<file path="config.mk">
export PLATFORM = sky130hd
export DESIGN_NAME = pwm_motor_speed_regulator_unit
export DESIGN_NICKNAME = d
export VERILOG_FILES = /design/src/sv/pmsr_pkg.sv /design/src/sv/pwm_motor_speed_regulator_unit.sv /design/src/sv/pmsr_core.sv
export SDC_FILE = /design/constraint.sdc
export NUM_CORES = 1
export LEC_CHECK = 0
export BUFFER_PORTS_ARGS = -buffer_cell sky130_fd_sc_hd__buf_2
export CAP_MARGIN = 20
export CORE_AREA = 2 2 191 193
export CTS_BUF_LIST = sky130_fd_sc_hd__clkbuf_16
export CTS_CLUSTER_DIAMETER = 200
export DETAILED_ROUTE_END_ITERATION = 12
export DIE_AREA = 0 0 193 195
export GPL_ROUTABILITY_DRIVEN = 0
export PLACE_DENSITY_LB_ADDON = 0.08
export REMOVE_ABC_BUFFERS = 1
export SYNTH_ARGS = -nofsm -noshare
export SYNTH_HDL_FRONTEND = slang
export SYNTH_SLANG_ARGS = --single-unit
export TNS_END_PERCENT = 5
</file>
<file path="constraint.sdc">
create_clock -name clk_i -period 11.5 [get_ports clk_i]
set_input_delay 0.575 -clock clk_i [delete_from_list [all_inputs] [get_ports clk_i]]
set_output_delay 0.575 -clock clk_i [all_outputs]
set_load 0.01 [all_outputs]
</file>
<file path="src/sv/pmsr_pkg.sv">
// ----------------------------------------------------------------------------
// pmsr_pkg
// shared constants, types and reciprocal factors of the speed regulator
// ----------------------------------------------------------------------------
package pmsr_pkg;

  localparam int unsigned TEETH          = 12;
  localparam int unsigned FULL_SCALE_RPM = 6600;

  localparam int unsigned TARGET_W = 13;
  localparam int unsigned WINDOW_W = 24;
  localparam int unsigned RPM_W    = 16;
  localparam int unsigned RPM_RAW_W = 20;
  localparam int unsigned DUTY_W   = 7;
  localparam int unsigned TOOTH_W  = 14;
  localparam int unsigned PHASE_W  = 17;
  localparam int unsigned CFG_W    = 24;

  localparam logic [WINDOW_W-1:0]  WINDOW_RESET = 24'd3125000;
  localparam logic [TOOTH_W-1:0]   TOOTH_MAX    = 14'd16383;
  localparam logic [DUTY_W-1:0]    DUTY_MAX     = 7'd100;
  localparam logic [PHASE_W-1:0]   PERIOD_TICKS = 17'd65536;
  localparam logic [RPM_RAW_W-1:0] RPM_MAX      = 20'd65535;

  // duty = target * 100 / FULL_SCALE_RPM as one multiply and shift
  localparam int unsigned DUTY_SH = 34;
  localparam longint unsigned DUTY_K =
    64'd100 * (((64'd1 << DUTY_SH) + FULL_SCALE_RPM - 1) / FULL_SCALE_RPM);
  localparam int unsigned DUTY_KW = $clog2(DUTY_K + 1);

  // rpm = teeth * 60 / TEETH
  localparam int unsigned RPM_SH = 29;
  localparam longint unsigned RPM_K =
    64'd60 * (((64'd1 << RPM_SH) + TEETH - 1) / TEETH);
  localparam int unsigned RPM_KW = $clog2(RPM_K + 1);

  // high phase = duty * 65536 / 100, the 65536 folded into the shift
  localparam int unsigned HI_SH = 31;
  localparam longint unsigned HI_K = ((64'd1 << HI_SH) + 64'd99) / 64'd100;
  localparam int unsigned HI_KW = $clog2(HI_K + 1);
  localparam int unsigned HI_SHIFT = HI_SH - 16;

  typedef enum logic {
    MODE_START = 1'b0,
    MODE_TICK  = 1'b1
  } mode_e;

  typedef enum logic {
    REG_TARGET_RPM   = 1'b0,
    REG_WINDOW_TICKS = 1'b1
  } reg_idx_e;

  typedef struct packed {
    logic              window_done;
    logic [DUTY_W-1:0] duty_percent;
    logic [RPM_W-1:0]  measured_rpm;
    logic              pwm_level;
  } result_t;

endpackage

</file>
<file path="src/sv/pwm_motor_speed_regulator_unit.sv">
// a result is registered and appears on m_axis in the cycle after its input transfer
// throughput: one item per cycle while the output is not stalled, set by the single state update per transfer
// s_axis_tready stays high while the output register is empty or being drained
// reset clears all counters, duty and speed, target to 0, window to 3125000 ticks
// ----------------------------------------------------------------------------
// pwm_motor_speed_regulator_unit
// timer-tick driven pwm motor speed regulator with streaming ports
// ----------------------------------------------------------------------------
module pwm_motor_speed_regulator_unit (
  input  logic                           clk_i,
  input  logic                           rst_ni,
  input  logic                           s_axis_tvalid,
  output logic                           s_axis_tready,
  input  logic [7:0]                     s_axis_tdata,   // [0] pulse_edge
  input  logic                           s_axis_tuser,   // [0] mode
  output logic                           m_axis_tvalid,
  input  logic                           m_axis_tready,
  output logic [23:0]                    m_axis_tdata,   // [0] pwm_level,
                                                         // [16:1] measured_rpm,
                                                         // [23:17] duty_percent
  output logic                           m_axis_tlast,   // window_done
  input  logic                           cfg_we_i,
  input  logic                           cfg_addr_i,
  input  logic [pmsr_pkg::CFG_W-1:0]     cfg_wdata_i
);

  logic [pmsr_pkg::TARGET_W-1:0] target_q;
  logic [pmsr_pkg::WINDOW_W-1:0] window_q;
  logic                          out_vld_q;
  pmsr_pkg::result_t             out_q;
  pmsr_pkg::result_t             result;
  logic                          in_xfer;

  assign s_axis_tready = !out_vld_q || m_axis_tready;
  assign in_xfer       = s_axis_tvalid && s_axis_tready;

  always_ff @(posedge clk_i or negedge rst_ni) begin
    if (!rst_ni) begin
      target_q <= '0;
      window_q <= pmsr_pkg::WINDOW_RESET;
    end else if (cfg_we_i) begin
      unique case (pmsr_pkg::reg_idx_e'(cfg_addr_i))
        pmsr_pkg::REG_TARGET_RPM:   target_q <= cfg_wdata_i[pmsr_pkg::TARGET_W-1:0];
        pmsr_pkg::REG_WINDOW_TICKS: window_q <= cfg_wdata_i[pmsr_pkg::WINDOW_W-1:0];
        default: begin
        end
      endcase
    end
  end

  pmsr_core u_core (
    .clk_i          (clk_i),
    .rst_ni         (rst_ni),
    .step_i         (in_xfer),
    .mode_i         (pmsr_pkg::mode_e'(s_axis_tuser)),
    .pulse_edge_i   (s_axis_tdata[0]),
    .target_rpm_i   (target_q),
    .window_ticks_i (window_q),
    .result_o       (result)
  );

  always_ff @(posedge clk_i or negedge rst_ni) begin
    if (!rst_ni) begin
      out_vld_q <= 1'b0;
    end else if (in_xfer) begin
      out_vld_q <= 1'b1;
    end else if (m_axis_tready) begin
      out_vld_q <= 1'b0;
    end
  end

  always_ff @(posedge clk_i) begin
    if (in_xfer) begin
      out_q <= result;
    end
  end

  assign m_axis_tvalid = out_vld_q;
  assign m_axis_tdata  = {out_q.duty_percent, out_q.measured_rpm, out_q.pwm_level};
  assign m_axis_tlast  = out_q.window_done;

endmodule

</file>
<file path="src/sv/pmsr_core.sv">
// ----------------------------------------------------------------------------
// pmsr_core
// regulator state and the single-pass next-state and result logic
// ----------------------------------------------------------------------------
module pmsr_core (
  input  logic                                 clk_i,
  input  logic                                 rst_ni,
  input  logic                                 step_i,
  input  pmsr_pkg::mode_e                      mode_i,
  input  logic                                 pulse_edge_i,
  input  logic [pmsr_pkg::TARGET_W-1:0]        target_rpm_i,
  input  logic [pmsr_pkg::WINDOW_W-1:0]        window_ticks_i,
  output pmsr_pkg::result_t                    result_o
);

  localparam int unsigned HI_PW   = pmsr_pkg::DUTY_W + pmsr_pkg::HI_KW;
  localparam int unsigned RPM_PW  = pmsr_pkg::TOOTH_W + pmsr_pkg::RPM_KW;
  localparam int unsigned DUTY_PW = pmsr_pkg::TARGET_W + pmsr_pkg::DUTY_KW;

  logic                            phase_q, phase_d;
  logic [pmsr_pkg::PHASE_W-1:0]    pcnt_q, pcnt_d;
  logic [pmsr_pkg::TOOTH_W-1:0]    tooth_q, tooth_d;
  logic [pmsr_pkg::WINDOW_W-1:0]   wcnt_q, wcnt_d;
  logic [pmsr_pkg::DUTY_W-1:0]     duty_q, duty_d;
  logic [pmsr_pkg::RPM_W-1:0]      rpm_q, rpm_d;

  logic [pmsr_pkg::TARGET_W-1:0]   tgt_eff;
  logic                            force_hi, force_lo;
  logic [HI_PW-1:0]                hi_prod;
  logic [pmsr_pkg::PHASE_W-1:0]    hi_len, lo_len;
  logic [RPM_PW-1:0]               rpm_prod;
  logic [pmsr_pkg::RPM_RAW_W-1:0]  rpm_raw;
  logic [pmsr_pkg::RPM_W-1:0]      rpm_sat;
  logic [DUTY_PW-1:0]              duty_prod;
  logic [pmsr_pkg::DUTY_W-1:0]     duty_load;
  logic [pmsr_pkg::TOOTH_W-1:0]    tooth_inc;
  logic [pmsr_pkg::WINDOW_W-1:0]   win_len, wcnt_inc;
  logic                            win_end;

  logic                            ph1;
  logic [pmsr_pkg::PHASE_W-1:0]    pc1, len1, pc2;
  logic                            level;

  assign tgt_eff  = (target_rpm_i > pmsr_pkg::TARGET_W'(pmsr_pkg::FULL_SCALE_RPM)) ?
                    '0 : target_rpm_i;
  assign force_hi = (tgt_eff == pmsr_pkg::TARGET_W'(pmsr_pkg::FULL_SCALE_RPM));
  assign force_lo = (tgt_eff == '0);

  // phase lengths from the current duty
  assign hi_prod = HI_PW'(duty_q) * HI_PW'(pmsr_pkg::HI_K);
  assign hi_len  = pmsr_pkg::PHASE_W'(hi_prod >> pmsr_pkg::HI_SHIFT);
  assign lo_len  = pmsr_pkg::PERIOD_TICKS - hi_len;

  // duty loaded by a start transfer
  assign duty_prod = DUTY_PW'(tgt_eff) * DUTY_PW'(pmsr_pkg::DUTY_K);
  assign duty_load = (duty_prod >> pmsr_pkg::DUTY_SH) > DUTY_PW'(pmsr_pkg::DUTY_MAX) ?
                     pmsr_pkg::DUTY_MAX : pmsr_pkg::DUTY_W'(duty_prod >> pmsr_pkg::DUTY_SH);

  // tooth count and speed at window end
  assign tooth_inc = (pulse_edge_i && (tooth_q < pmsr_pkg::TOOTH_MAX)) ?
                     tooth_q + 1'b1 : tooth_q;
  assign rpm_prod  = RPM_PW'(tooth_inc) * RPM_PW'(pmsr_pkg::RPM_K);
  assign rpm_raw   = pmsr_pkg::RPM_RAW_W'(rpm_prod >> pmsr_pkg::RPM_SH);
  assign rpm_sat   = (rpm_raw > pmsr_pkg::RPM_MAX) ? '1 : pmsr_pkg::RPM_W'(rpm_raw);

  assign win_len  = (window_ticks_i == '0) ? pmsr_pkg::WINDOW_W'(1) : window_ticks_i;
  assign wcnt_inc = wcnt_q + 1'b1;
  assign win_end  = (wcnt_inc >= win_len);

  always_comb begin
    phase_d = phase_q;
    pcnt_d  = pcnt_q;
    tooth_d = tooth_q;
    wcnt_d  = wcnt_q;
    duty_d  = duty_q;
    rpm_d   = rpm_q;
    ph1     = phase_q;
    pc1     = pcnt_q;
    len1    = phase_q ? hi_len : lo_len;
    pc2     = '0;
    level   = 1'b0;
    result_o.window_done = 1'b0;

    unique case (mode_i)
      pmsr_pkg::MODE_START: begin
        duty_d  = duty_load;
        phase_d = 1'b0;
        pcnt_d  = '0;
        tooth_d = '0;
        wcnt_d  = '0;
        level   = force_hi ? 1'b1 : 1'b0;
      end
      pmsr_pkg::MODE_TICK: begin
        // an empty phase is skipped at once
        if (len1 == '0) begin
          ph1  = ~phase_q;
          pc1  = '0;
          len1 = ph1 ? hi_len : lo_len;
        end
        level = force_hi ? 1'b1 : (force_lo ? 1'b0 : ph1);
        pc2   = pc1 + 1'b1;
        if (pc2 >= len1) begin
          phase_d = ~ph1;
          pcnt_d  = '0;
        end else begin
          phase_d = ph1;
          pcnt_d  = pc2;
        end

        tooth_d = tooth_inc;
        wcnt_d  = wcnt_inc;
        if (win_end) begin
          rpm_d = rpm_sat;
          if (rpm_sat < pmsr_pkg::RPM_W'(tgt_eff)) begin
            if (duty_q < pmsr_pkg::DUTY_MAX) duty_d = duty_q + 1'b1;
          end else if (rpm_sat > pmsr_pkg::RPM_W'(tgt_eff)) begin
            if (duty_q != '0) duty_d = duty_q - 1'b1;
          end
          tooth_d = '0;
          wcnt_d  = '0;
          result_o.window_done = 1'b1;
        end
      end
      default: begin
      end
    endcase

    result_o.pwm_level    = level;
    result_o.measured_rpm = rpm_d;
    result_o.duty_percent = duty_d;
  end

  always_ff @(posedge clk_i or negedge rst_ni) begin
    if (!rst_ni) begin
      phase_q <= 1'b0;
      pcnt_q  <= '0;
      tooth_q <= '0;
      wcnt_q  <= '0;
      duty_q  <= '0;
      rpm_q   <= '0;
    end else if (step_i) begin
      phase_q <= phase_d;
      pcnt_q  <= pcnt_d;
      tooth_q <= tooth_d;
      wcnt_q  <= wcnt_d;
      duty_q  <= duty_d;
      rpm_q   <= rpm_d;
    end
  end

endmodule

</file>
Word level (Yosys, flattened, before mapping)
Cells that the tools add are included.
- register bits after elaboration: 142
- bits of input ports: 39
- output and inout port bits: 27
- logic and storage cells: 83
- add/sub/neg operators: 6
- multiply operators: 3
- $lt $le $gt $ge: 9
- equality and inequality tests: 1
- mux-type cells: 36
- bitwise gates (word level): 4
- reduce and logical (&&, ||, !) cells: 11
- operators with widths (cell ; number):
    two-way mux 17 bit ; 7
    two-way mux 16 bit ; 3
    two-way mux 24 bit ; 2
    case mux 24 bit (2 select lines) ; 1
    multiplier 14 x 30 -> 44 bit (second input constant) ; 1
    two-way mux 7 bit ; 6
    multiplier 13 x 26 -> 39 bit (second input constant) ; 1
    case mux 17 bit (2 select lines) ; 1
    multiplier 7 x 25 -> 32 bit (second input constant) ; 1
    two-way mux 14 bit ; 2
    case mux 14 bit (2 select lines) ; 1
    adder 24 x 1 -> 24 bit (second input constant) ; 1
    greater-or-equal comparator 24 bit ; 1
    logical NOT 24 bit ; 1
    adder 17 x 1 -> 17 bit (second input constant) ; 1
    greater-or-equal comparator 17 bit ; 1
    > comparator 17 x 16 -> 1 bit (second input constant) ; 1
    logical NOT 17 bit ; 1
    subtractor 17 bit (first input constant) ; 1
    > comparator 16 x 13 -> 1 bit ; 1
    less-than comparator 16 x 13 -> 1 bit ; 1
    adder 14 x 1 -> 14 bit (second input constant) ; 1
    less-than comparator 14 bit (second input constant) ; 1
    case mux 7 bit (2 select lines) ; 1
    other kinds (17) ; 31

Depth between registers and ports, before layout
- depth after elaboration: 11
- mapped depth: 44

Modules after synthesis
A second synthesis with hierarchy kept.
- cell total of the unflattened synthesis: 1867
- area total of the unflattened synthesis: 17767.0 um^2
- modules (own cells, without submodules) (module ; times used ; cells each ; area an instance (um^2)):
    pmsr_core ; 1 ; 1759 ; 15481.1
    pwm_motor_speed_regulator_unit ; 1 ; 108 ; 2285.9

Worst setup path before layout
OpenSTA, ideal clock, no wires.
- path type: register to register
- from: register u_core.duty_q[3] (netlist name)
- to: register u_core.pcnt_q[10] (netlist name)
- library setup time: 0.066 ns
- data arrival time: 9.286 ns
- data required time: 11.434 ns
- setup slack: 2.148 ns
- stages on the path, launching flop included: 44
- path buffers: 5
- clock period less this slack: 9.352 ns
- path through: dfrtp_1 > clkbuf_1 > inv_1 > fa_1 > inv_1 > fa_1 > inv_1 > fa_1 > inv_1 > fa_1 > ha_1 > buf_4 > a21oi_1 > o21ai_2 > a21oi_1 > nor2b_1 > a221oi_2 > nor4_4 > [8 not listed] > and3_1 > clkbuf_1 > nand2_1 > nor2_1 > and3_1 > nand3_1 > xor2_1 > nor2_1 > ha_1 > and4_1 > nand2_1 > a2111oi_0 > o31a_1 > nor2_1 > nand3_1 > buf_4 > o41ai_1 > a22o_1
- word-level cells in the longest chain between the ends: 10
- RTL lines (element ; line ; text):
    from (decl) ; pmsr_core.sv:24 ; logic [pmsr_pkg::DUTY_W-1:0] duty_q, duty_d;
    from (signal assigned) ; pmsr_core.sv:146 ; duty_q <= duty_d;
    multiplier 7 x 25 -> 32 bit * ; pmsr_core.sv:50 ; assign hi_prod = HI_PW'(duty_q) * HI_PW'(pmsr_pkg::HI_K);
    subtractor 17 bit ; pmsr_core.sv:52 ; assign lo_len = pmsr_pkg::PERIOD_TICKS - hi_len;
    two-way mux 17 bit ; pmsr_core.sv:79 ; len1 = phase_q ? hi_len : lo_len;
    logical NOT 17 bit ; pmsr_core.sv:95 ; if (len1 == '0) begin
    two-way mux 17 bit ; pmsr_core.sv:95 ;
    two-way mux 17 bit ; pmsr_core.sv:84 ; unique case (mode_i)
    adder 17 x 1 -> 17 bit ; pmsr_core.sv:101 ; pc2 = pc1 + 1'b1;
    greater-or-equal comparator 17 bit ; pmsr_core.sv:102 ; if (pc2 >= len1) begin
    two-way mux 17 bit * ; pmsr_core.sv:102 ;
    case mux 17 bit (2 select lines) * ; pmsr_core.sv:84 ;
    to (signal assigned) ; pmsr_core.sv:143 ; pcnt_q <= pcnt_d;
    to (decl) ; pmsr_core.sv:21 ; logic [pmsr_pkg::PHASE_W-1:0] pcnt_q, pcnt_d;
Every way passes the cells marked *; elsewhere a longest branch is shown, timed or not. The select of a mux whose other input is x is not followed.
A chain may end at the register's enable or synchronous reset.

Final worst setup path
- from: register u_core.duty_q[6] (netlist name)
- to: register u_core.pcnt_q[8] (netlist name)
Same word-level chain as after synthesis.

==> metrics <==
Area Overhead vs Synth 7.36%; # Max-Cap Violations 0; Filler cells 3,266; worst stage delay on the critical path 630 ps; final count of hold timing violations 0; Vias/cell 5.73; post-CTS sizing 0; Nets 2,477; RSZ-0062 raised after global routing no; Reg2Reg Depth 39; Inst Count DP 2,460; layout cells sized above 1 12.0%; site row count 69; Yosys warnings 0; H-tree levels 4; Syn Area/Cell 9.22 um2; die height 195 um; final wirelength 43.9 mm; register bit total from synthesis 142; register area share after synthesis 20.3%; reg2reg setup slack 790 ps; slowest stage cell on the critical path fa_1; Post-Route Setup TNS 0 ps; Worst Hold Class in -> async; fin crit share 93.1%; core area 35,400 um2; die width 193 um; Min Clock Period, post-route 10,710 ps; initial antenna violation count 0; Critical Path AT 11,040 ps; number of synthesized flops with an enable pin 25; R2R Path End u_core.pcnt_q[8]$_DFFE_PN0P_; port buffer count 58; CTS tree done; origin of the critical flop-to-flop path u_core.duty_q[6]$_DFFE_PN0P_; area of the mapped netlist 18,200 um2; vias 14,300; FF/Latch Area 3690 um2; Non-Filler Instances 2,494; boundary pin count 66; Setup crit end kind register; nature of the critical path startpoint register; Final Util 55.3%; actual slew at the worst max-slew pin 1050 ps; post-synthesis cell type count 103; instance area at placement 19,000 um2; setup violators final 0; Initial DRC Count 799; total CTS buffers 17; outcome complete, no violations; maximum fanout along the worst path 19; post-DP HPWL 35.3 mm; die area 37,600 um2; first-pass GRT wire length 73.1 mm; vias in the first global route 14,200; max-slew violation count 0; Remaining DRCs 0; WL/cell 17.6 um; fin area 19,600 um2; DR pass1 iterations 5; slew margin rel. 30.0%; grt ovf 0; Multi-input gate area 13,300 um2; Gate Count Post-Synth 1,977; Starting Density 51.5%; post-CTS setup buffer count 0; asr flop ratio synth 82.4%; largest net degree at the start of global routing 80; CP Class reg -> reg; Clock transition at path regs 70 ps; Post-CTS Hold Fix Bufs 0; maximum clock path buffer count 2; Clock Sinks 142; Req. time, crit path 11,840 ps; ys flop type dfrtp_1; Final Skew 15.7 ps; GRT Total Usage 24.4%; Routed Antenna Nets 0; clk_lat worst skew 450 ps; Max Fclk 93.4 MHz; root buf cell clkbuf_16
placed cells by master, fill, tap and decap left out, types with 5 or more instances in the layout:
| cell | Yosys | final |
|---|---|---|
| a211oi_1 | 14 | 14 |
| a21o_1 | 48 | 48 |
| a21oi_1 | 85 | 85 |
| a22o_1 | 14 | 14 |
| a31oi_1 | 15 | 15 |
| and2_1 | 8 | 8 |
| and3_1 | 23 | 23 |
| and4_1 | 6 | 6 |
| buf_2 | 8 | 57 |
| buf_4 | 7 | 18 |
| clkbuf_16 | 0 | 17 |
| dfrtp_1 | 105 | 105 |
| dfstp_2 | 12 | 12 |
| edfxtp_1 | 25 | 25 |
| fa_1 | 110 | 110 |
| ha_1 | 309 | 309 |
| inv_1 | 245 | 245 |
| inv_6 | 0 | 6 |
| mux2_2 | 65 | 65 |
| mux2i_1 | 8 | 8 |
| nand2_1 | 182 | 181 |
| nand2b_1 | 22 | 22 |
| nand3_1 | 45 | 45 |
| nand3b_1 | 5 | 5 |
| nand4_1 | 32 | 32 |
| nor2_1 | 102 | 102 |
| nor2b_1 | 21 | 21 |
| nor3_1 | 30 | 29 |
| nor4_1 | 14 | 14 |
| o211ai_1 | 15 | 15 |
| o21a_1 | 9 | 9 |
| o21ai_0 | 87 | 87 |
| o21ai_1 | 8 | 8 |
| o21bai_1 | 8 | 8 |
| o31ai_1 | 17 | 17 |
| o41ai_1 | 15 | 15 |
| or2_2 | 8 | 8 |
| xnor2_1 | 52 | 52 |
| xor2_1 | 44 | 44 |
cell type report:
| cell class | count | area share [%] |
|---|---|---|
| clock inverters | 15 | 0.850 |
| diodes | 1 | 0.0128 |
| inverters | 247 | 4.74 |
| multi-input cells | 1534 | 68.1 |
| well taps | 461 | 2.95 |
| repair buffers | 77 | 2.26 |
| flip-flops and latches | 142 | 18.9 |
| clock buffers | 17 | 2.17 |
metal layers:
metal	up-vias	part of all wire (%)	track usage, %
met3	47	4.0	2.59
met5	-	0	0
met4	0	1.9	6.65
li1	7059	-	-
met2	298	45	37.8
met1	6883	49	36.1
worst max-delay path: cells and delay by family, from the launching register on:
kind,cells,cell delay [ps]
AOI/OAI and AO/OA,10,2410
DFF,1,570
xor gates and xnor gates,1,180
adders and majority gates,8,3490
buffers and inverters,4,650
and+or+nand+nor,16,3290
logic make-up (layout without fill, tap and decap cells):
kind of cell	after synthesis	count (layout)	share of synthesized area, %
buffers and inverters	301	356	6.62
AND/OR/NAND/NOR	534	534	14.9
flip-flops	142	142	20.3
XOR/XNOR	97	97	4.70
AO/OA/AOI/OAI	411	411	15.8
other	0	1	0
adder cells (fa/ha/maj)	419	419	33.3
multiplexers	73	73	4.45
registers in the layout, indices dropped and copies added (netlist names), 7 cells and up:
name and count:
m_axis_tdata 24, window_q 24, u_core.tooth_q 14, u_core.duty_q 7, u_core.rpm_q 16, u_core.pcnt_q 17, target_q 13, u_core.wcnt_q 24
cell usage after synthesis, types with 5 or more instances:
master | instances | area (um2)
nand4_1 | 32 | 200
fa_1 | 110 | 2200
buf_4 | 7 | 52.6
dfrtp_1 | 105 | 2630
o41ai_1 | 15 | 131
nand3_1 | 45 | 225
nor2_1 | 102 | 383
buf_6 | 5 | 56.3
nand2_1 | 182 | 683
or2_2 | 8 | 50.1
o21a_1 | 9 | 67.6
o31ai_1 | 17 | 128
a21o_1 | 48 | 360
nand3b_1 | 5 | 37.5
a31oi_1 | 15 | 93.8
mux2i_1 | 8 | 80.1
clkbuf_1 | 31 | 116
o211ai_1 | 15 | 113
mux2_2 | 65 | 732
xor2_1 | 44 | 385
nor3_1 | 30 | 150
inv_1 | 245 | 920
and2_1 | 8 | 50.1
a21oi_1 | 85 | 425
dfstp_2 | 12 | 315
and4_1 | 6 | 52.6
ha_1 | 309 | 3870
o21ai_1 | 8 | 40.0
o21bai_1 | 8 | 60.1
xnor2_1 | 52 | 455
a211oi_1 | 14 | 105
buf_2 | 8 | 40.0
o21ai_0 | 87 | 435
edfxtp_1 | 25 | 751
and3_1 | 23 | 144
nor4_1 | 14 | 87.6
a22o_1 | 14 | 123
nand2b_1 | 22 | 138
nor2b_1 | 21 | 131
through the flow:
step,worst slack [ps],hold slack (ps)
floorplan,1780,279
global placement,1170,454
detailed placement,969,463
CTS,922,150
global route,165,183
finish,795,136
worst max-delay path by stage:
stage	start	endpoint	slack (ps)	cells after the start
2_1_floorplan	u_core.duty_q[2]$_DFFE_PN0P_	u_core.pcnt_q[10]$_DFFE_PN0P_	1780	38
3_3_place_gp	u_core.duty_q[6]$_DFFE_PN0P_	u_core.pcnt_q[12]$_DFFE_PN0P_	1170	39
3_5_place_dp	u_core.duty_q[6]$_DFFE_PN0P_	u_core.pcnt_q[9]$_DFFE_PN0P_	970	39
4_1_cts	u_core.duty_q[6]$_DFFE_PN0P_	u_core.pcnt_q[8]$_DFFE_PN0P_	920	39
5_1_grt	u_core.duty_q[6]$_DFFE_PN0P_	u_core.pcnt_q[8]$_DFFE_PN0P_	160	39
6_report	u_core.duty_q[6]$_DFFE_PN0P_	u_core.pcnt_q[8]$_DFFE_PN0P_	790	39
Power is not shown: default switching activity piles up to over one toggle a cycle in this logic, so the estimate is an artifact.
